<file path="src/hdl/json_key_value_extractor_core_defines.svh">
// ----------------------------------------------------------------------------
// JSON key/value extractor: assertion macros
// Concurrent checks clocked on a rising edge, disabled while reset is low.
// ----------------------------------------------------------------------------
`ifndef JSON_KEY_VALUE_EXTRACTOR_CORE_DEFINES_SVH
`define JSON_KEY_VALUE_EXTRACTOR_CORE_DEFINES_SVH

`ifndef ASSERT_OFF
// Same-cycle implication
`define JKV_ASSERT(lbl, clk, rstn, ante, cons) \
    lbl: assert property (@(posedge clk) disable iff (!(rstn)) (ante) |-> (cons)) \
        else $error("jkv check failed");
// Next-cycle implication
`define JKV_ASSERT_NEXT(lbl, clk, rstn, ante, cons) \
    lbl: assert property (@(posedge clk) disable iff (!(rstn)) (ante) |=> (cons)) \
        else $error("jkv check failed");
`else
`define JKV_ASSERT(lbl, clk, rstn, ante, cons)
`define JKV_ASSERT_NEXT(lbl, clk, rstn, ante, cons)
`endif

`endif

</file>
<file path="src/hdl/jkv_pkg.sv">
// ----------------------------------------------------------------------------
// jkv_pkg
// Shared types, constants and character classes of the JSON key/value
// extractor.
// ----------------------------------------------------------------------------
package jkv_pkg;

    localparam int DEF_MAX_KEY_BYTES   = 16;
    localparam int DEF_MAX_VALUE_BYTES = 63;

    // fixed field widths
    localparam int BYTE_W    = 8;
    localparam int KLEN_W    = 5;
    localparam int LEN_W     = 7;
    localparam int CFG_A_W   = 2;
    localparam int CFG_D_W   = 64;
    localparam int KEY_W     = 128;

    // characters
    localparam logic [7:0] CH_COLON  = 8'h3A;
    localparam logic [7:0] CH_QUOTE  = 8'h22;
    localparam logic [7:0] CH_SPACE  = 8'h20;
    localparam logic [7:0] CH_TAB    = 8'h09;
    localparam logic [7:0] CH_COMMA  = 8'h2C;
    localparam logic [7:0] CH_LBRACE = 8'h7B;
    localparam logic [7:0] CH_RBRACE = 8'h7D;
    localparam logic [7:0] CH_LBRACK = 8'h5B;
    localparam logic [7:0] CH_RBRACK = 8'h5D;

    typedef enum logic [CFG_A_W-1:0] {
        CFG_KEY_LOW  = 2'd0,
        CFG_KEY_HIGH = 2'd1,
        CFG_KEY_LEN  = 2'd2,
        CFG_BUF_LEN  = 2'd3
    } t_cfg_reg;

    typedef enum logic [1:0] {
        ST_FOUND     = 2'd0,
        ST_NOT_FOUND = 2'd1,
        ST_TOO_LONG  = 2'd2
    } t_status;

    typedef enum logic [2:0] {
        PH_SEARCH,
        PH_PRE_COLON,
        PH_POST_COLON,
        PH_QUOTED,
        PH_BARE,
        PH_DONE,
        PH_FAILED
    } t_phase;

    typedef enum logic [1:0] {
        EM_RUN,
        EM_DRAIN,
        EM_FINAL
    } t_emit_state;

    // end-of-document report from scanner to emitter
    typedef struct packed {
        logic             valid;
        logic             found;
        logic [LEN_W-1:0] count;
    } t_doc_end;

    function automatic logic is_blank(input logic [7:0] b);
        return (b == CH_SPACE) || (b == CH_TAB);
    endfunction

    function automatic logic is_stop(input logic [7:0] b);
        return is_blank(b) || (b == CH_COMMA) || (b == CH_LBRACE) ||
               (b == CH_RBRACE) || (b == CH_LBRACK) || (b == CH_RBRACK);
    endfunction

endpackage

</file>
<file path="src/hdl/jkv_store.sv">
// ----------------------------------------------------------------------------
// jkv_store
// Value byte memory: one write port, one read port with registered data.
// ----------------------------------------------------------------------------
module jkv_store
    import jkv_pkg::*;
#(
    parameter int DEPTH = DEF_MAX_VALUE_BYTES,
    parameter int AW    = (DEPTH > 1) ? $clog2(DEPTH) : 1
) (
    input  logic              i_clk,
    input  logic              i_wr_en,
    input  logic [AW-1:0]     i_wr_addr,
    input  logic [BYTE_W-1:0] i_wr_data,
    input  logic [AW-1:0]     i_rd_addr,
    output logic [BYTE_W-1:0] o_rd_data
);

    logic [BYTE_W-1:0] r_mem [DEPTH];
    logic [BYTE_W-1:0] r_rd_data;

    // write port
    always_ff @(posedge i_clk) begin
        if (i_wr_en) begin
            r_mem[i_wr_addr] <= i_wr_data;
        end
    end

    // read port, registered data
    always_ff @(posedge i_clk) begin
        r_rd_data <= r_mem[i_rd_addr];
    end

    assign o_rd_data = r_rd_data;

endmodule

</file>
<file path="src/hdl/jkv_scan.sv">
// ----------------------------------------------------------------------------
// jkv_scan
// Key search over a sliding byte window, colon check and value capture.
// ----------------------------------------------------------------------------
module jkv_scan
    import jkv_pkg::*;
#(
    parameter int MAX_KEY_BYTES   = DEF_MAX_KEY_BYTES,
    parameter int MAX_VALUE_BYTES = DEF_MAX_VALUE_BYTES,
    parameter int AW = (MAX_VALUE_BYTES > 1) ? $clog2(MAX_VALUE_BYTES) : 1
) (
    input  logic              i_clk,
    input  logic              i_rst_n,
    input  logic              i_byte_valid,
    input  logic [BYTE_W-1:0] i_byte,
    input  logic [KEY_W-1:0]  i_key,
    input  logic [KLEN_W-1:0] i_key_len,
    output logic              o_wr_en,
    output logic [AW-1:0]     o_wr_addr,
    output logic [BYTE_W-1:0] o_wr_data,
    output t_doc_end          o_end
);

    localparam int SW  = $clog2(MAX_KEY_BYTES + 1);
    localparam int KIW = (MAX_KEY_BYTES > 1) ? $clog2(MAX_KEY_BYTES) : 1;
    localparam logic [KLEN_W-1:0] KMAX    = KLEN_W'(MAX_KEY_BYTES);
    localparam logic [SW-1:0]     SEENMAX = SW'(MAX_KEY_BYTES);
    localparam logic [LEN_W-1:0]  LEN_CAP = LEN_W'(MAX_VALUE_BYTES + 1);
    localparam logic [LEN_W-1:0]  STORE_N = LEN_W'(MAX_VALUE_BYTES);

    t_phase             r_phase, n_phase;
    logic [BYTE_W-1:0]  r_win [MAX_KEY_BYTES];
    logic [BYTE_W-1:0]  n_win [MAX_KEY_BYTES];
    logic [SW-1:0]      r_seen, n_seen;
    logic [LEN_W-1:0]   r_count, n_count;

    logic [KLEN_W-1:0]  key_k;
    t_phase             cur_phase;
    logic               key_hit;
    logic               do_cap;

    // effective key length
    assign key_k = (i_key_len > KMAX) ? KMAX : i_key_len;

    // an empty key matches before any byte
    assign cur_phase = (r_phase == PH_SEARCH && key_k == '0) ? PH_PRE_COLON : r_phase;

    // shifted window and key compare
    always_comb begin
        logic [KLEN_W-1:0] pos;
        logic [SW-1:0]     seen_inc;
        n_win[0] = i_byte;
        for (int j = 1; j < MAX_KEY_BYTES; j++) begin
            n_win[j] = r_win[j-1];
        end
        seen_inc = (r_seen == SEENMAX) ? r_seen : r_seen + SW'(1);
        key_hit  = (KLEN_W'(seen_inc) >= key_k);
        for (int i = 0; i < MAX_KEY_BYTES; i++) begin
            pos = key_k - KLEN_W'(1) - KLEN_W'(i);
            if (KLEN_W'(i) < key_k) begin
                if (n_win[pos[KIW-1:0]] != i_key[8*i +: 8]) begin
                    key_hit = 1'b0;
                end
            end
        end
    end

    // phase sequencing
    always_comb begin
        n_phase = r_phase;
        n_seen  = r_seen;
        n_count = r_count;
        do_cap  = 1'b0;
        if (i_byte_valid) begin
            n_phase = cur_phase;
            if (i_byte == '0) begin
                n_phase = PH_SEARCH;
                n_seen  = '0;
                n_count = '0;
            end else begin
                unique case (cur_phase)
                    PH_SEARCH: begin
                        n_seen = (r_seen == SEENMAX) ? r_seen : r_seen + SW'(1);
                        if (key_hit) begin
                            n_phase = PH_PRE_COLON;
                        end
                    end
                    PH_PRE_COLON: begin
                        if (!is_blank(i_byte)) begin
                            n_phase = (i_byte == CH_COLON) ? PH_POST_COLON : PH_FAILED;
                        end
                    end
                    PH_POST_COLON: begin
                        if (is_blank(i_byte)) begin
                            n_phase = PH_POST_COLON;
                        end else if (i_byte == CH_QUOTE) begin
                            n_phase = PH_QUOTED;
                        end else if (is_stop(i_byte)) begin
                            n_phase = PH_DONE;
                        end else begin
                            do_cap  = 1'b1;
                            n_phase = PH_BARE;
                        end
                    end
                    PH_QUOTED: begin
                        if (i_byte == CH_QUOTE) begin
                            n_phase = PH_DONE;
                        end else begin
                            do_cap = 1'b1;
                        end
                    end
                    PH_BARE: begin
                        if (is_stop(i_byte)) begin
                            n_phase = PH_DONE;
                        end else begin
                            do_cap = 1'b1;
                        end
                    end
                    default: begin
                        n_phase = cur_phase;
                    end
                endcase
                if (do_cap && r_count < LEN_CAP) begin
                    n_count = r_count + LEN_W'(1);
                end
            end
        end
    end

    // value memory write
    assign o_wr_en   = do_cap && (r_count < STORE_N);
    assign o_wr_addr = r_count[AW-1:0];
    assign o_wr_data = i_byte;

    // end-of-document report
    assign o_end.valid = i_byte_valid && (i_byte == '0);
    assign o_end.found = (cur_phase == PH_POST_COLON) || (cur_phase == PH_QUOTED) ||
                         (cur_phase == PH_BARE) || (cur_phase == PH_DONE);
    assign o_end.count = r_count;

    // state registers
    always_ff @(posedge i_clk) begin
        if (!i_rst_n) begin
            r_phase <= PH_SEARCH;
            r_seen  <= '0;
            r_count <= '0;
            for (int j = 0; j < MAX_KEY_BYTES; j++) begin
                r_win[j] <= '0;
            end
        end else begin
            r_phase <= n_phase;
            r_seen  <= n_seen;
            r_count <= n_count;
            if (i_byte_valid && i_byte == '0) begin
                for (int j = 0; j < MAX_KEY_BYTES; j++) begin
                    r_win[j] <= '0;
                end
            end else if (i_byte_valid && cur_phase == PH_SEARCH) begin
                for (int j = 0; j < MAX_KEY_BYTES; j++) begin
                    r_win[j] <= n_win[j];
                end
            end
        end
    end

endmodule

</file>
<file path="src/hdl/jkv_emit.sv">
// ----------------------------------------------------------------------------
// jkv_emit
// Drains captured value bytes from memory and issues the final status item
// through an output register.
// ----------------------------------------------------------------------------
`include "json_key_value_extractor_core_defines.svh"

module jkv_emit
    import jkv_pkg::*;
#(
    parameter int MAX_VALUE_BYTES = DEF_MAX_VALUE_BYTES,
    parameter int AW = (MAX_VALUE_BYTES > 1) ? $clog2(MAX_VALUE_BYTES) : 1
) (
    input  logic              i_clk,
    input  logic              i_rst_n,
    input  t_doc_end          i_end,
    input  logic [LEN_W-1:0]  i_buf_len,
    input  logic [BYTE_W-1:0] i_rd_data,
    output logic [AW-1:0]     o_rd_addr,
    output logic              o_in_ready,
    output logic              o_valid,
    input  logic              i_ready,
    output logic [BYTE_W-1:0] o_byte,
    output logic              o_last,
    output t_status           o_status,
    output logic [LEN_W-1:0]  o_len
);

    localparam logic [LEN_W-1:0] LEN_CAP = LEN_W'(MAX_VALUE_BYTES + 1);

    t_emit_state        r_state, n_state;
    logic [AW-1:0]      r_idx, n_idx;
    t_status            r_fin_status, n_fin_status;
    logic [LEN_W-1:0]   r_fin_len, n_fin_len;

    logic               r_valid;
    logic [BYTE_W-1:0]  r_byte;
    logic               r_last;
    t_status            r_status;
    logic [LEN_W-1:0]   r_len;

    logic [LEN_W-1:0]   lim;
    logic               slot_free;
    logic               load_val;
    logic               load_fin;
    logic               idx_last;
    logic               end_drain;

    assign lim       = (i_buf_len > LEN_CAP) ? LEN_CAP : i_buf_len;
    assign slot_free = !r_valid || i_ready;
    assign idx_last  = (LEN_W'(r_idx) + LEN_W'(1) == r_fin_len);
    assign end_drain = i_end.found && (i_end.count < lim) && (i_end.count != '0);

    // next state
    always_comb begin
        n_state = r_state;
        unique case (r_state)
            EM_RUN: begin
                if (i_end.valid) begin
                    n_state = end_drain ? EM_DRAIN : EM_FINAL;
                end
            end
            EM_DRAIN: begin
                if (load_val && idx_last) begin
                    n_state = EM_FINAL;
                end
            end
            EM_FINAL: begin
                if (load_fin) begin
                    n_state = EM_RUN;
                end
            end
            default: begin
                n_state = EM_RUN;
            end
        endcase
    end

    // state outputs and datapath controls
    always_comb begin
        o_in_ready   = (r_state == EM_RUN);
        load_val     = (r_state == EM_DRAIN) && slot_free;
        load_fin     = (r_state == EM_FINAL) && slot_free;
        n_idx        = r_idx;
        n_fin_status = r_fin_status;
        n_fin_len    = r_fin_len;
        if (r_state == EM_RUN) begin
            n_idx = '0;
            if (i_end.valid) begin
                if (!i_end.found) begin
                    n_fin_status = ST_NOT_FOUND;
                    n_fin_len    = '0;
                end else if (i_end.count < lim) begin
                    n_fin_status = ST_FOUND;
                    n_fin_len    = i_end.count;
                end else begin
                    n_fin_status = ST_TOO_LONG;
                    n_fin_len    = i_end.count;
                end
            end
        end else if (load_val) begin
            n_idx = idx_last ? '0 : r_idx + AW'(1);
        end
    end

    // read address runs one ahead so the registered data matches r_idx
    assign o_rd_addr = n_idx;

    // control registers
    always_ff @(posedge i_clk) begin
        if (!i_rst_n) begin
            r_state <= EM_RUN;
            r_idx   <= '0;
            r_valid <= 1'b0;
        end else begin
            r_state <= n_state;
            r_idx   <= n_idx;
            if (load_val || load_fin) begin
                r_valid <= 1'b1;
            end else if (i_ready) begin
                r_valid <= 1'b0;
            end
        end
    end

    // payload registers
    always_ff @(posedge i_clk) begin
        r_fin_status <= n_fin_status;
        r_fin_len    <= n_fin_len;
        if (load_val) begin
            r_byte   <= i_rd_data;
            r_last   <= 1'b0;
            r_status <= ST_FOUND;
            r_len    <= '0;
        end else if (load_fin) begin
            r_byte   <= '0;
            r_last   <= 1'b1;
            r_status <= r_fin_status;
            r_len    <= r_fin_len;
        end
    end

    assign o_valid  = r_valid;
    assign o_byte   = r_byte;
    assign o_last   = r_last;
    assign o_status = r_status;
    assign o_len    = r_len;

    // checks
    `JKV_ASSERT(a_end_in_run, i_clk, i_rst_n, i_end.valid, r_state == EM_RUN)
    `JKV_ASSERT(a_drain_in_range, i_clk, i_rst_n, r_state == EM_DRAIN, LEN_W'(r_idx) < r_fin_len)
    `JKV_ASSERT(a_value_item_clean, i_clk, i_rst_n, r_valid && !r_last, r_status == ST_FOUND && r_len == '0)
    `JKV_ASSERT(a_final_zero_byte, i_clk, i_rst_n, r_valid && r_last, r_byte == '0)
    `JKV_ASSERT_NEXT(a_drain_entry, i_clk, i_rst_n, i_end.valid && end_drain, r_state == EM_DRAIN && r_idx == '0)

endmodule

</file>
<file path="src/hdl/json_key_value_extractor_core.sv">
// ----------------------------------------------------------------------------
// json_key_value_extractor_core
// Scans a JSON byte stream for a configured key and returns its value bytes
// followed by a final status item at each end of document.
//
//  channel   dir  handshake                    payload
//  s_axis    in   tvalid/tready                tdata[7:0] in_byte
//  m_axis    out  tvalid/tready                tdata: out_byte, value_length;
//                                              tlast: last; tuser: status
//  cfg       in   we (no wait)                 addr = register index, wdata
//
// The block takes one nonzero byte per cycle while s_axis_tready is high.
// After a zero byte it holds s_axis_tready low while it drains the stored
// value bytes from the value memory read port, one per cycle when m_axis does
// not stall (only when the key was found and the value is nonempty and fits
// the buffer), then issues the status item. Reset is synchronous and needs no
// clearing pass; the block can take a byte as soon as reset is released.
// ----------------------------------------------------------------------------
module json_key_value_extractor_core
    import jkv_pkg::*;
#(
    parameter int MAX_KEY_BYTES   = DEF_MAX_KEY_BYTES,
    parameter int MAX_VALUE_BYTES = DEF_MAX_VALUE_BYTES
) (
    input  logic               i_clk,
    input  logic               i_rst_n,
    // configuration
    input  logic               i_cfg_we,
    input  logic [CFG_A_W-1:0] i_cfg_addr,
    input  logic [CFG_D_W-1:0] i_cfg_wdata,
    // input stream
    input  logic               i_s_axis_tvalid,
    output logic               o_s_axis_tready,
    input  logic [7:0]         i_s_axis_tdata,   // [7:0] in_byte
    // output stream
    output logic               o_m_axis_tvalid,
    input  logic               i_m_axis_tready,
    output logic [15:0]        o_m_axis_tdata,   // [7:0] out_byte, [14:8] value_length
    output logic               o_m_axis_tlast,
    output logic [1:0]         o_m_axis_tuser    // [1:0] status
);

    localparam int AW = (MAX_VALUE_BYTES > 1) ? $clog2(MAX_VALUE_BYTES) : 1;

    logic [CFG_D_W-1:0] r_key_low;
    logic [CFG_D_W-1:0] r_key_high;
    logic [KLEN_W-1:0]  r_key_len;
    logic [LEN_W-1:0]   r_buf_len;

    logic               byte_valid;
    logic               wr_en;
    logic [AW-1:0]      wr_addr;
    logic [BYTE_W-1:0]  wr_data;
    logic [AW-1:0]      rd_addr;
    logic [BYTE_W-1:0]  rd_data;
    t_doc_end           doc_end;
    logic               in_ready;
    logic [BYTE_W-1:0]  out_byte;
    t_status            out_status;
    logic [LEN_W-1:0]   out_len;

    // configuration registers
    always_ff @(posedge i_clk) begin
        if (!i_rst_n) begin
            r_key_low  <= '0;
            r_key_high <= '0;
            r_key_len  <= KLEN_W'(1);
            r_buf_len  <= LEN_W'(64);
        end else if (i_cfg_we) begin
            unique case (t_cfg_reg'(i_cfg_addr))
                CFG_KEY_LOW:  r_key_low  <= i_cfg_wdata;
                CFG_KEY_HIGH: r_key_high <= i_cfg_wdata;
                CFG_KEY_LEN:  r_key_len  <= i_cfg_wdata[KLEN_W-1:0];
                CFG_BUF_LEN:  r_buf_len  <= i_cfg_wdata[LEN_W-1:0];
                default:      r_key_len  <= r_key_len;
            endcase
        end
    end

    assign byte_valid      = i_s_axis_tvalid && in_ready;
    assign o_s_axis_tready = in_ready;

    jkv_scan #(
        .MAX_KEY_BYTES   (MAX_KEY_BYTES),
        .MAX_VALUE_BYTES (MAX_VALUE_BYTES),
        .AW              (AW)
    ) u_scan (
        .i_clk        (i_clk),
        .i_rst_n      (i_rst_n),
        .i_byte_valid (byte_valid),
        .i_byte       (i_s_axis_tdata),
        .i_key        ({r_key_high, r_key_low}),
        .i_key_len    (r_key_len),
        .o_wr_en      (wr_en),
        .o_wr_addr    (wr_addr),
        .o_wr_data    (wr_data),
        .o_end        (doc_end)
    );

    jkv_store #(
        .DEPTH (MAX_VALUE_BYTES),
        .AW    (AW)
    ) u_store (
        .i_clk     (i_clk),
        .i_wr_en   (wr_en),
        .i_wr_addr (wr_addr),
        .i_wr_data (wr_data),
        .i_rd_addr (rd_addr),
        .o_rd_data (rd_data)
    );

    jkv_emit #(
        .MAX_VALUE_BYTES (MAX_VALUE_BYTES),
        .AW              (AW)
    ) u_emit (
        .i_clk      (i_clk),
        .i_rst_n    (i_rst_n),
        .i_end      (doc_end),
        .i_buf_len  (r_buf_len),
        .i_rd_data  (rd_data),
        .o_rd_addr  (rd_addr),
        .o_in_ready (in_ready),
        .o_valid    (o_m_axis_tvalid),
        .i_ready    (i_m_axis_tready),
        .o_byte     (out_byte),
        .o_last     (o_m_axis_tlast),
        .o_status   (out_status),
        .o_len      (out_len)
    );

    // output packing
    assign o_m_axis_tdata = {1'b0, out_len, out_byte};
    assign o_m_axis_tuser = out_status;

endmodule

</file>
<file path="config.mk">
export PLATFORM = sky130hd
export DESIGN_NAME = json_key_value_extractor_core
export DESIGN_NICKNAME = d
export VERILOG_FILES = /design/src/hdl/jkv_pkg.sv /design/src/hdl/jkv_store.sv /design/src/hdl/jkv_scan.sv /design/src/hdl/jkv_emit.sv /design/src/hdl/json_key_value_extractor_core.sv
export VERILOG_INCLUDE_DIRS = /design/src /design/src/hdl
export SDC_FILE = /design/constraint.sdc
export NUM_CORES = 2
export LEC_CHECK = 0
export BUFFER_PORTS_ARGS = -buffer_cell sky130_fd_sc_hd__buf_2
export CAP_MARGIN = 20
export CORE_ASPECT_RATIO = 1.75
export CORE_MARGIN = 8
export CORE_UTILIZATION = 55
export DETAILED_ROUTE_END_ITERATION = 7
export PLACE_DENSITY_LB_ADDON = 0.05
export SLEW_MARGIN = 0
export SYNTH_ARGS = -nofsm -noshare
export SYNTH_HDL_FRONTEND = slang
export SYNTH_SLANG_ARGS = --single-unit
</file>
<file path="constraint.sdc">
create_clock -name i_clk -period 6.95 [get_ports i_clk]
set_input_delay 0.3475 -clock i_clk [delete_from_list [all_inputs] [get_ports i_clk]]
set_output_delay 0.3475 -clock i_clk [all_outputs]
set_load 0.02 [all_outputs]
</file>
# Word level (Yosys, flattened, before mapping)
# Memory sizes are Yosys's and may differ from the RTL's. A register that Yosys moved wholly into a read port is not among the register bits.
# Index checks and enable logic that the tools add are counted.
totals:
  regBits: 191
  mem_bits_rw: 632
  input_bits: 79
  output_inout_bits: 21
  elab_cells: 368
  mem_count: 2
memory_table:
  columns: ["name", "words", "width", "rd", "rd_clocked_by_memory_dff", "write_ports", "line_no", "source"]
  rows:
  - ["u_store.r_mem", 63, 8, 1, 1, 1, "jkv_store.sv:19", "logic [BYTE_W-1:0] r_mem [DEPTH];"]
  - ["u_scan.r_win", 16, 8, 15, 0, 16, "jkv_scan.sv:32", "logic [BYTE_W-1:0] r_win [MAX_KEY_BYTES];"]
op_classes:
  addsub: 20
  n_lt_le_gt_ge: 38
  n_eq_ne: 40
  mux: 162
  n_bitwise: 48
  n_reduce_logical: 42
ops:
  columns: ["cell", "n"]
  rows:
  - ["2-to-1 mux 8 bit", 66]
  - ["binary-select mux 8 bit (select 4 bit)", 16]
  - ["inequality test 8 bit", 16]
  - ["greater-or-equal comparator 5 bit, second input constant", 16]
  - ["inverter 4 -> 5 bit", 16]
  - ["2-to-1 mux 1 bit", 53]
  - ["< comparator 4 x 5 -> 1 bit, first input constant", 8]
  - ["equality test 8 x 6 -> 1 bit, second input constant", 4]
  - ["equality test 8 x 7 -> 1 bit, second input constant", 4]
  - ["bitwise OR 1 bit", 32]
  - ["subtractor 4 bit, second input constant", 8]
  - ["2-to-1 mux 3 bit", 9]
  - ["2-to-1 mux 7 bit", 3]
  - ["< comparator 3 x 5 -> 1 bit, first input constant", 4]
  - ["2-to-1 mux 5 bit", 4]
  - ["2-to-1 mux 6 bit", 3]
  - ["subtractor 4 x 3 -> 4 bit, second input constant", 4]
  - ["one-hot mux 3 bit (5 select lines)", 1]
  - ["AND reduction 2 bit", 7]
  - ["logical AND 1 bit", 11]
  - ["logical OR 1 bit", 11]
  - ["< comparator 1 x 5 -> 1 bit, first input constant", 2]
  - ["< comparator 2 x 5 -> 1 bit, first input constant", 2]
  - ["2-to-1 mux 2 bit", 5]
  - ["other kinds (32)", 45]

# Longest topological paths before layout
logic_depth:
  depth_word: 43
  mapped_depth: 22
  depth_no_buf: 14

# Modules after synthesis
# Synthesis repeated with hierarchy kept, for this count alone.
hier_totals:
  cells_unflattened: 3204
  hier_area_um2: 42030.3
modules_own_cells:
  columns: ["module", "n_inst", "cells_per_inst", "area_per_inst_um2", "seq_area_each_um2"]
  rows:
  - ["jkv_store", 1, 951, 19844.0, 15294.7]
  - ["jkv_scan", 1, 1530, 14986.9, 3823.7]
  - ["json_key_value_extractor_core", 1, 532, 5363.9, 2802.7]
  - ["jkv_emit", 1, 191, 1835.5, 890.9]

# Least setup slack after synthesis
# Ideal clock, no wire load.
synth_timing:
  path_kind: "register to register"
  start: "reg r_key_len[1]"
  end: "reg u_scan.r_phase[0]"
  setup_time_ns: 0.064
  arrival_time_ns: 4.382
  t_required_ns: 6.886
  slack_ns: 2.504
  path_stages_with_launch: 21
  n_path_buf: 6
  synth_period_minus_slack_ns: 4.446
  path_cell_list: "dfxtp_1 buf_6 nor2b_1 buf_2 inv_2 clkbuf_1 buf_1 ha_1 buf_2 inv_2 xnor2_2 mux2i_2 buf_2 mux4_2 mux2i_1 xnor2_1 o21ai_0 or4_1 nor4_1 o41ai_1 nor2_1"
synth_between:
  elab_chain_len: 43
  elab_cells_between_ends: 161
  classes_between: "add/sub (16); order compare (18); eq/ne (20); mux (88); bitwise (16); reduce/logical (3)"
synth_rtl:
  columns: ["item", "line_no", "source"]
  rows:
  - ["start: declaration", "json_key_value_extractor_core.sv:47", "logic [KLEN_W-1:0] r_key_len;"]
  - ["start signal: assignment", "json_key_value_extractor_core.sv:73", "CFG_KEY_LEN: r_key_len <= i_cfg_wdata[KLEN_W-1:0];"]
  - ["start signal: assignment", "json_key_value_extractor_core.sv:75", "default: r_key_len <= r_key_len;"]
  - ["> comparator 5 bit", "jkv_scan.sv:43", "assign key_k = (i_key_len > KMAX) ? KMAX : i_key_len;"]
  - ["2-to-1 mux 5 bit (*)", "jkv_scan.sv:43", null]
  - ["branches (longest 39 deep; another with subtractor 4 x 1 -> 4 bit)", null, null]
  - ["one-hot mux 3 bit (5 select lines) (*)", "jkv_scan.sv:81", "unique case (cur_phase)"]
  - ["2-to-1 mux 3 bit (*)", "jkv_scan.sv:76", "if (i_byte == '0) begin"]
  - ["end signal: assignment", "jkv_scan.sv:151", "r_phase <= n_phase;"]
  - ["end: declaration", "jkv_scan.sv:31", "t_phase r_phase, n_phase;"]
# Every way passes the cells marked *. The select of a mux whose other input is x is not followed.
# A chain may end at the register's enable or synchronous reset.

# Final worst setup path
layout_timing:
  start: "reg r_key_len[4]"
  end: "reg u_scan.r_phase[0]"
# The elaborated chain is that of the path after synthesis.

==> parameters.txt <==
Parameter                              Value

STA
  Final-layout setup total negative slack ... 0 ns
  Worst hold margin ... 0.0315 ns
  Final Setup Violations ... 0
  Worst relative slew slack ... 0.230
  Measured slew at the worst slew-check pin ... 1.16 ns
  Final Cycle Share ... 0.750
  Total count of max-transition violations in the final report ... 0
  RSZ-0062 raised after global routing ... no
  Minimum period implied by the final worst setup slack ... 5.21 ns
  Clock Skew ... 0.0341 ns
  Maximum frequency from static timing analysis ... 192 MHz
  Hold violation count in the final report ... 0

Route
  Antenna-violating nets left ... 0
  Via count ... 30600
  Detailed-routing iteration count for the pre-antenna-repair pass ... 6
  Avg WL per Cell ... 31.0 microns
  Wire length reported by the detailed router ... 146000 microns
  DRC viols ... 0
  Routed via count divided by cell count ... 6.49
  First DRT Iteration DRCs ... 2835

Synth
  Synthesis Warnings ... 0
  Synthesized flop and latch total ... 823
  Share of the synthesized area in the top cell type ... 0.452
  Gate Count Post-Synth ... 3591
  Share of synthesized registers carrying an async set or reset ... 0
  Top_reg_cell synth ... sky130_fd_sc_hd__edfxtp_1
  Number of unique standard cell types used by synthesis ... 90
  Synthesized net count ... 3688
  Netlist area before placement ... 42000 sq um
  Synthesized area per cell ... 11.7 sq um
  Largest cells by area after synthesis ... sky130_fd_sc_hd__edfxtp_1 45%, sky130_fd_sc_hd__dfxtp_1 9.1%, sky130_fd_sc_hd__mux4_2 6.5%, sky130_fd_sc_hd__mux2i_1 6.2%, sky130_fd_sc_hd__nand2_1 4.9%
  Yosys top cell by area ... sky130_fd_sc_hd__edfxtp_1
  Count of flip-flops with a built-in enable after synthesis ... 633
  Sequential fraction of the synthesis area ... 0.543

Critical path
  Series of cell instances along the critical path ... buf_4 -> clkinv_1 -> buf_4 -> a2bb2oi_1 -> and3_1 -> a31oi_1 -> mux2i_1 -> xor2_1 -> nor4_1 -> a21oi_1 -> a221oi_2 -> a41oi_1 -> nor2_1
  Slowest-stage cell, CP ... sky130_fd_sc_hd__nor4_1
  Depth of the worst register-to-register path ... 13
  Cell mode on critical path ... sky130_fd_sc_hd__buf_4
  Setup crit start kind ... flip-flop
  Kind of end point of the critical path ... flip-flop
  Required time reported for the critical path endpoint ... 7.56 ns
  Setup Crit Path Kind ... reg -> reg
  Arrival time of the worst setup path ... 5.82 ns
  Critical Path Max Stage Delay ... 0.92 ns
  Crit Path Max Fanout ... 16

Layout
  Highest-count cells in the layout ignoring fill and taps ... 633 x sky130_fd_sc_hd__edfxtp_1, 547 x sky130_fd_sc_hd__nand2_1, 259 x sky130_fd_sc_hd__mux2i_1
  Leading cell type in the layout, fill and taps excluded ... sky130_fd_sc_hd__edfxtp_1
  NumNets Final ... 3731
  Register Area ... 22800 sq um
  Total area of multi-input combinational cells ... 18000 sq um
  Number of filler instances in the final layout ... 6086
  Share of cells above drive strength 1 ... 0.138
  Area growth syn-to-layout ... 10.9%

Global route
  Largest net degree at the start of global routing ... 134
  GR Overflow Total ... 0
  Overall track demand over capacity in global routing ... 0.338
  Wire length of the first global-routing pass ... 210000 microns
  Number of global-route vias before repair ... 30400
  Antenna violations before repair ... 2

Power and ir drop
  Tot Pwr ... 11.8 mW
  Leak pwr ... 16.5 nW
  Worst IR drop on VDD ... 210 uV
  Pwr dens ... 253 nW/um^2

Clock network
  Maximum buffer depth of the clock tree ... 3
  TritonCTS Buffers ... 75
  Post-CTS resize count ... 0
  Worst-path clk slew ... 0.08 ns
  Clock tree from TritonCTS ... built
  # Post-CTS Setup Buffers ... 0
  Clock root buffer ... sky130_fd_sc_hd__clkbuf_16
  Clock latency reported for the late side of the worst-skew pair ... 0.67 ns
  Clock H-tree levels ... 3
  Number of clock sinks ... 823

Floorplan
  Floorplan die height ... 382 microns
  Area of the core ... 76000 sq um
  Die area ... 85800 sq um
  Number of core rows ... 134
  Initial cell density of the core ... 0.553
  # IOs ... 100
  Die Width ... 225 microns

Status
  Result of the run ... completed

Job
  Max-cap viol count ... 0

Placed design
  Placer congestion estimate ... 1.05
  Number of input and output port buffers inserted ... 98
  Estimated wirelength of the detail-placed design ... 104000 microns

Hold path
  Worst hold path depth ... 3
  Hold Crit Class ... in -> reg
-- layout make-up --
type,instances,area share
timing repair buffer,239,0.0385
tap,1020,0.0274
sequential,823,0.490
inverter,31,0.00250
antenna,6,0.000322
clock inverter,48,0.0121
clock buffer,90,0.0420
multi-input combinational,2464,0.387
-- repair_timing --
action,CTS,global route
hold endpoints to repair,124,0
endpoints found under the setup margin,0,0
hold buffers,63,0
-- synth_stat cells (73+ instances only) --
master	n
sky130_fd_sc_hd__nand2_1	547
sky130_fd_sc_hd__o21ai_0	114
sky130_fd_sc_hd__a21oi_1	91
sky130_fd_sc_hd__mux2i_1	259
sky130_fd_sc_hd__xor2_1	93
sky130_fd_sc_hd__edfxtp_1	633
sky130_fd_sc_hd__o221ai_1	73
sky130_fd_sc_hd__and2_1	159
sky130_fd_sc_hd__nand3_1	102
sky130_fd_sc_hd__clkbuf_1	175
sky130_fd_sc_hd__mux4_2	122
sky130_fd_sc_hd__dfxtp_1	190
sky130_fd_sc_hd__nor2_1	164
sky130_fd_sc_hd__a21boi_0	131
-- power by group --
part	switching, mW	internal, mW
Combinational	1.13	0.716
Sequential	0.184	5.41
Clock	1.92	2.41
-- layer usage --
layer | wire (microns) | global-route usage | vias to the layer above | part of all wire
met1 | 47400 | 0.342 | 15200 | 0.32
li1 | - | - | 13500 | -
met2 | 75300 | 0.597 | 1412 | 0.51
met5 | 0 | 0 | - | 0
met3 | 8460 | 0.0480 | 475 | 0.058
met4 | 15300 | 0.302 | 0 | 0.10
-- logic make-up (layout without fill, tap and decap cells) --
kind of cell,after synthesis,after routing,share of synthesized area
buffers and inverters,304,408,0.0314
AO/OA/AOI/OAI,695,695,0.114
AND/OR/NAND/NOR,1163,1163,0.130
XOR/XNOR,160,160,0.0364
multiplexers,427,427,0.140
adder cells (fa/ha/maj),18,18,0.00536
flip-flops,823,823,0.543
other,1,7,0.0000892
-- worst max-delay path, delay by kind of cell, from the launching register on --
family / cells / cell delay (ns)
compound gates: 5 / 1.38
xor+xnor: 1 / 0.19
buf+inv: 3 / 1.69
flops: 1 / 0.33
mux: 1 / 0.21
simple gates: 3 / 1.31
-- flip-flops by register name, summed over array words and instances, names as in the netlist, 8 cells and up --
register and cells:
r_key_low 64, u_store.o_rd_data 8, u_scan.r_win 120, r_key_high 64
u_emit.o_byte 8, u_store.r_mem 504
-- stage by stage --
step	setup WS (ns)	area [sq um]	util	std cells
global placement	1.89	43400	0.571	4510
detailed placement	1.82	43400	0.571	4511
global route	1.40	46600	0.613	4716
floorplan	2.50	42000	-	3591
finish	1.74	46600	0.613	4721
CTS	1.82	46500	0.613	4712
-- worst paths after layout --
path,endpoint,startpoint,slack [ns]
setup / recovery,u_scan.r_phase[0],r_key_len[4],1.74
hold / removal,r_key_low[4],i_cfg_wdata[4],0.03
setup reg to reg,u_scan.r_phase[0],r_key_len[4],1.74
hold reg to reg,u_emit.o_len[6],u_emit.o_len[6],0.46
No activity file was read; power rests on OpenSTA's default activity.
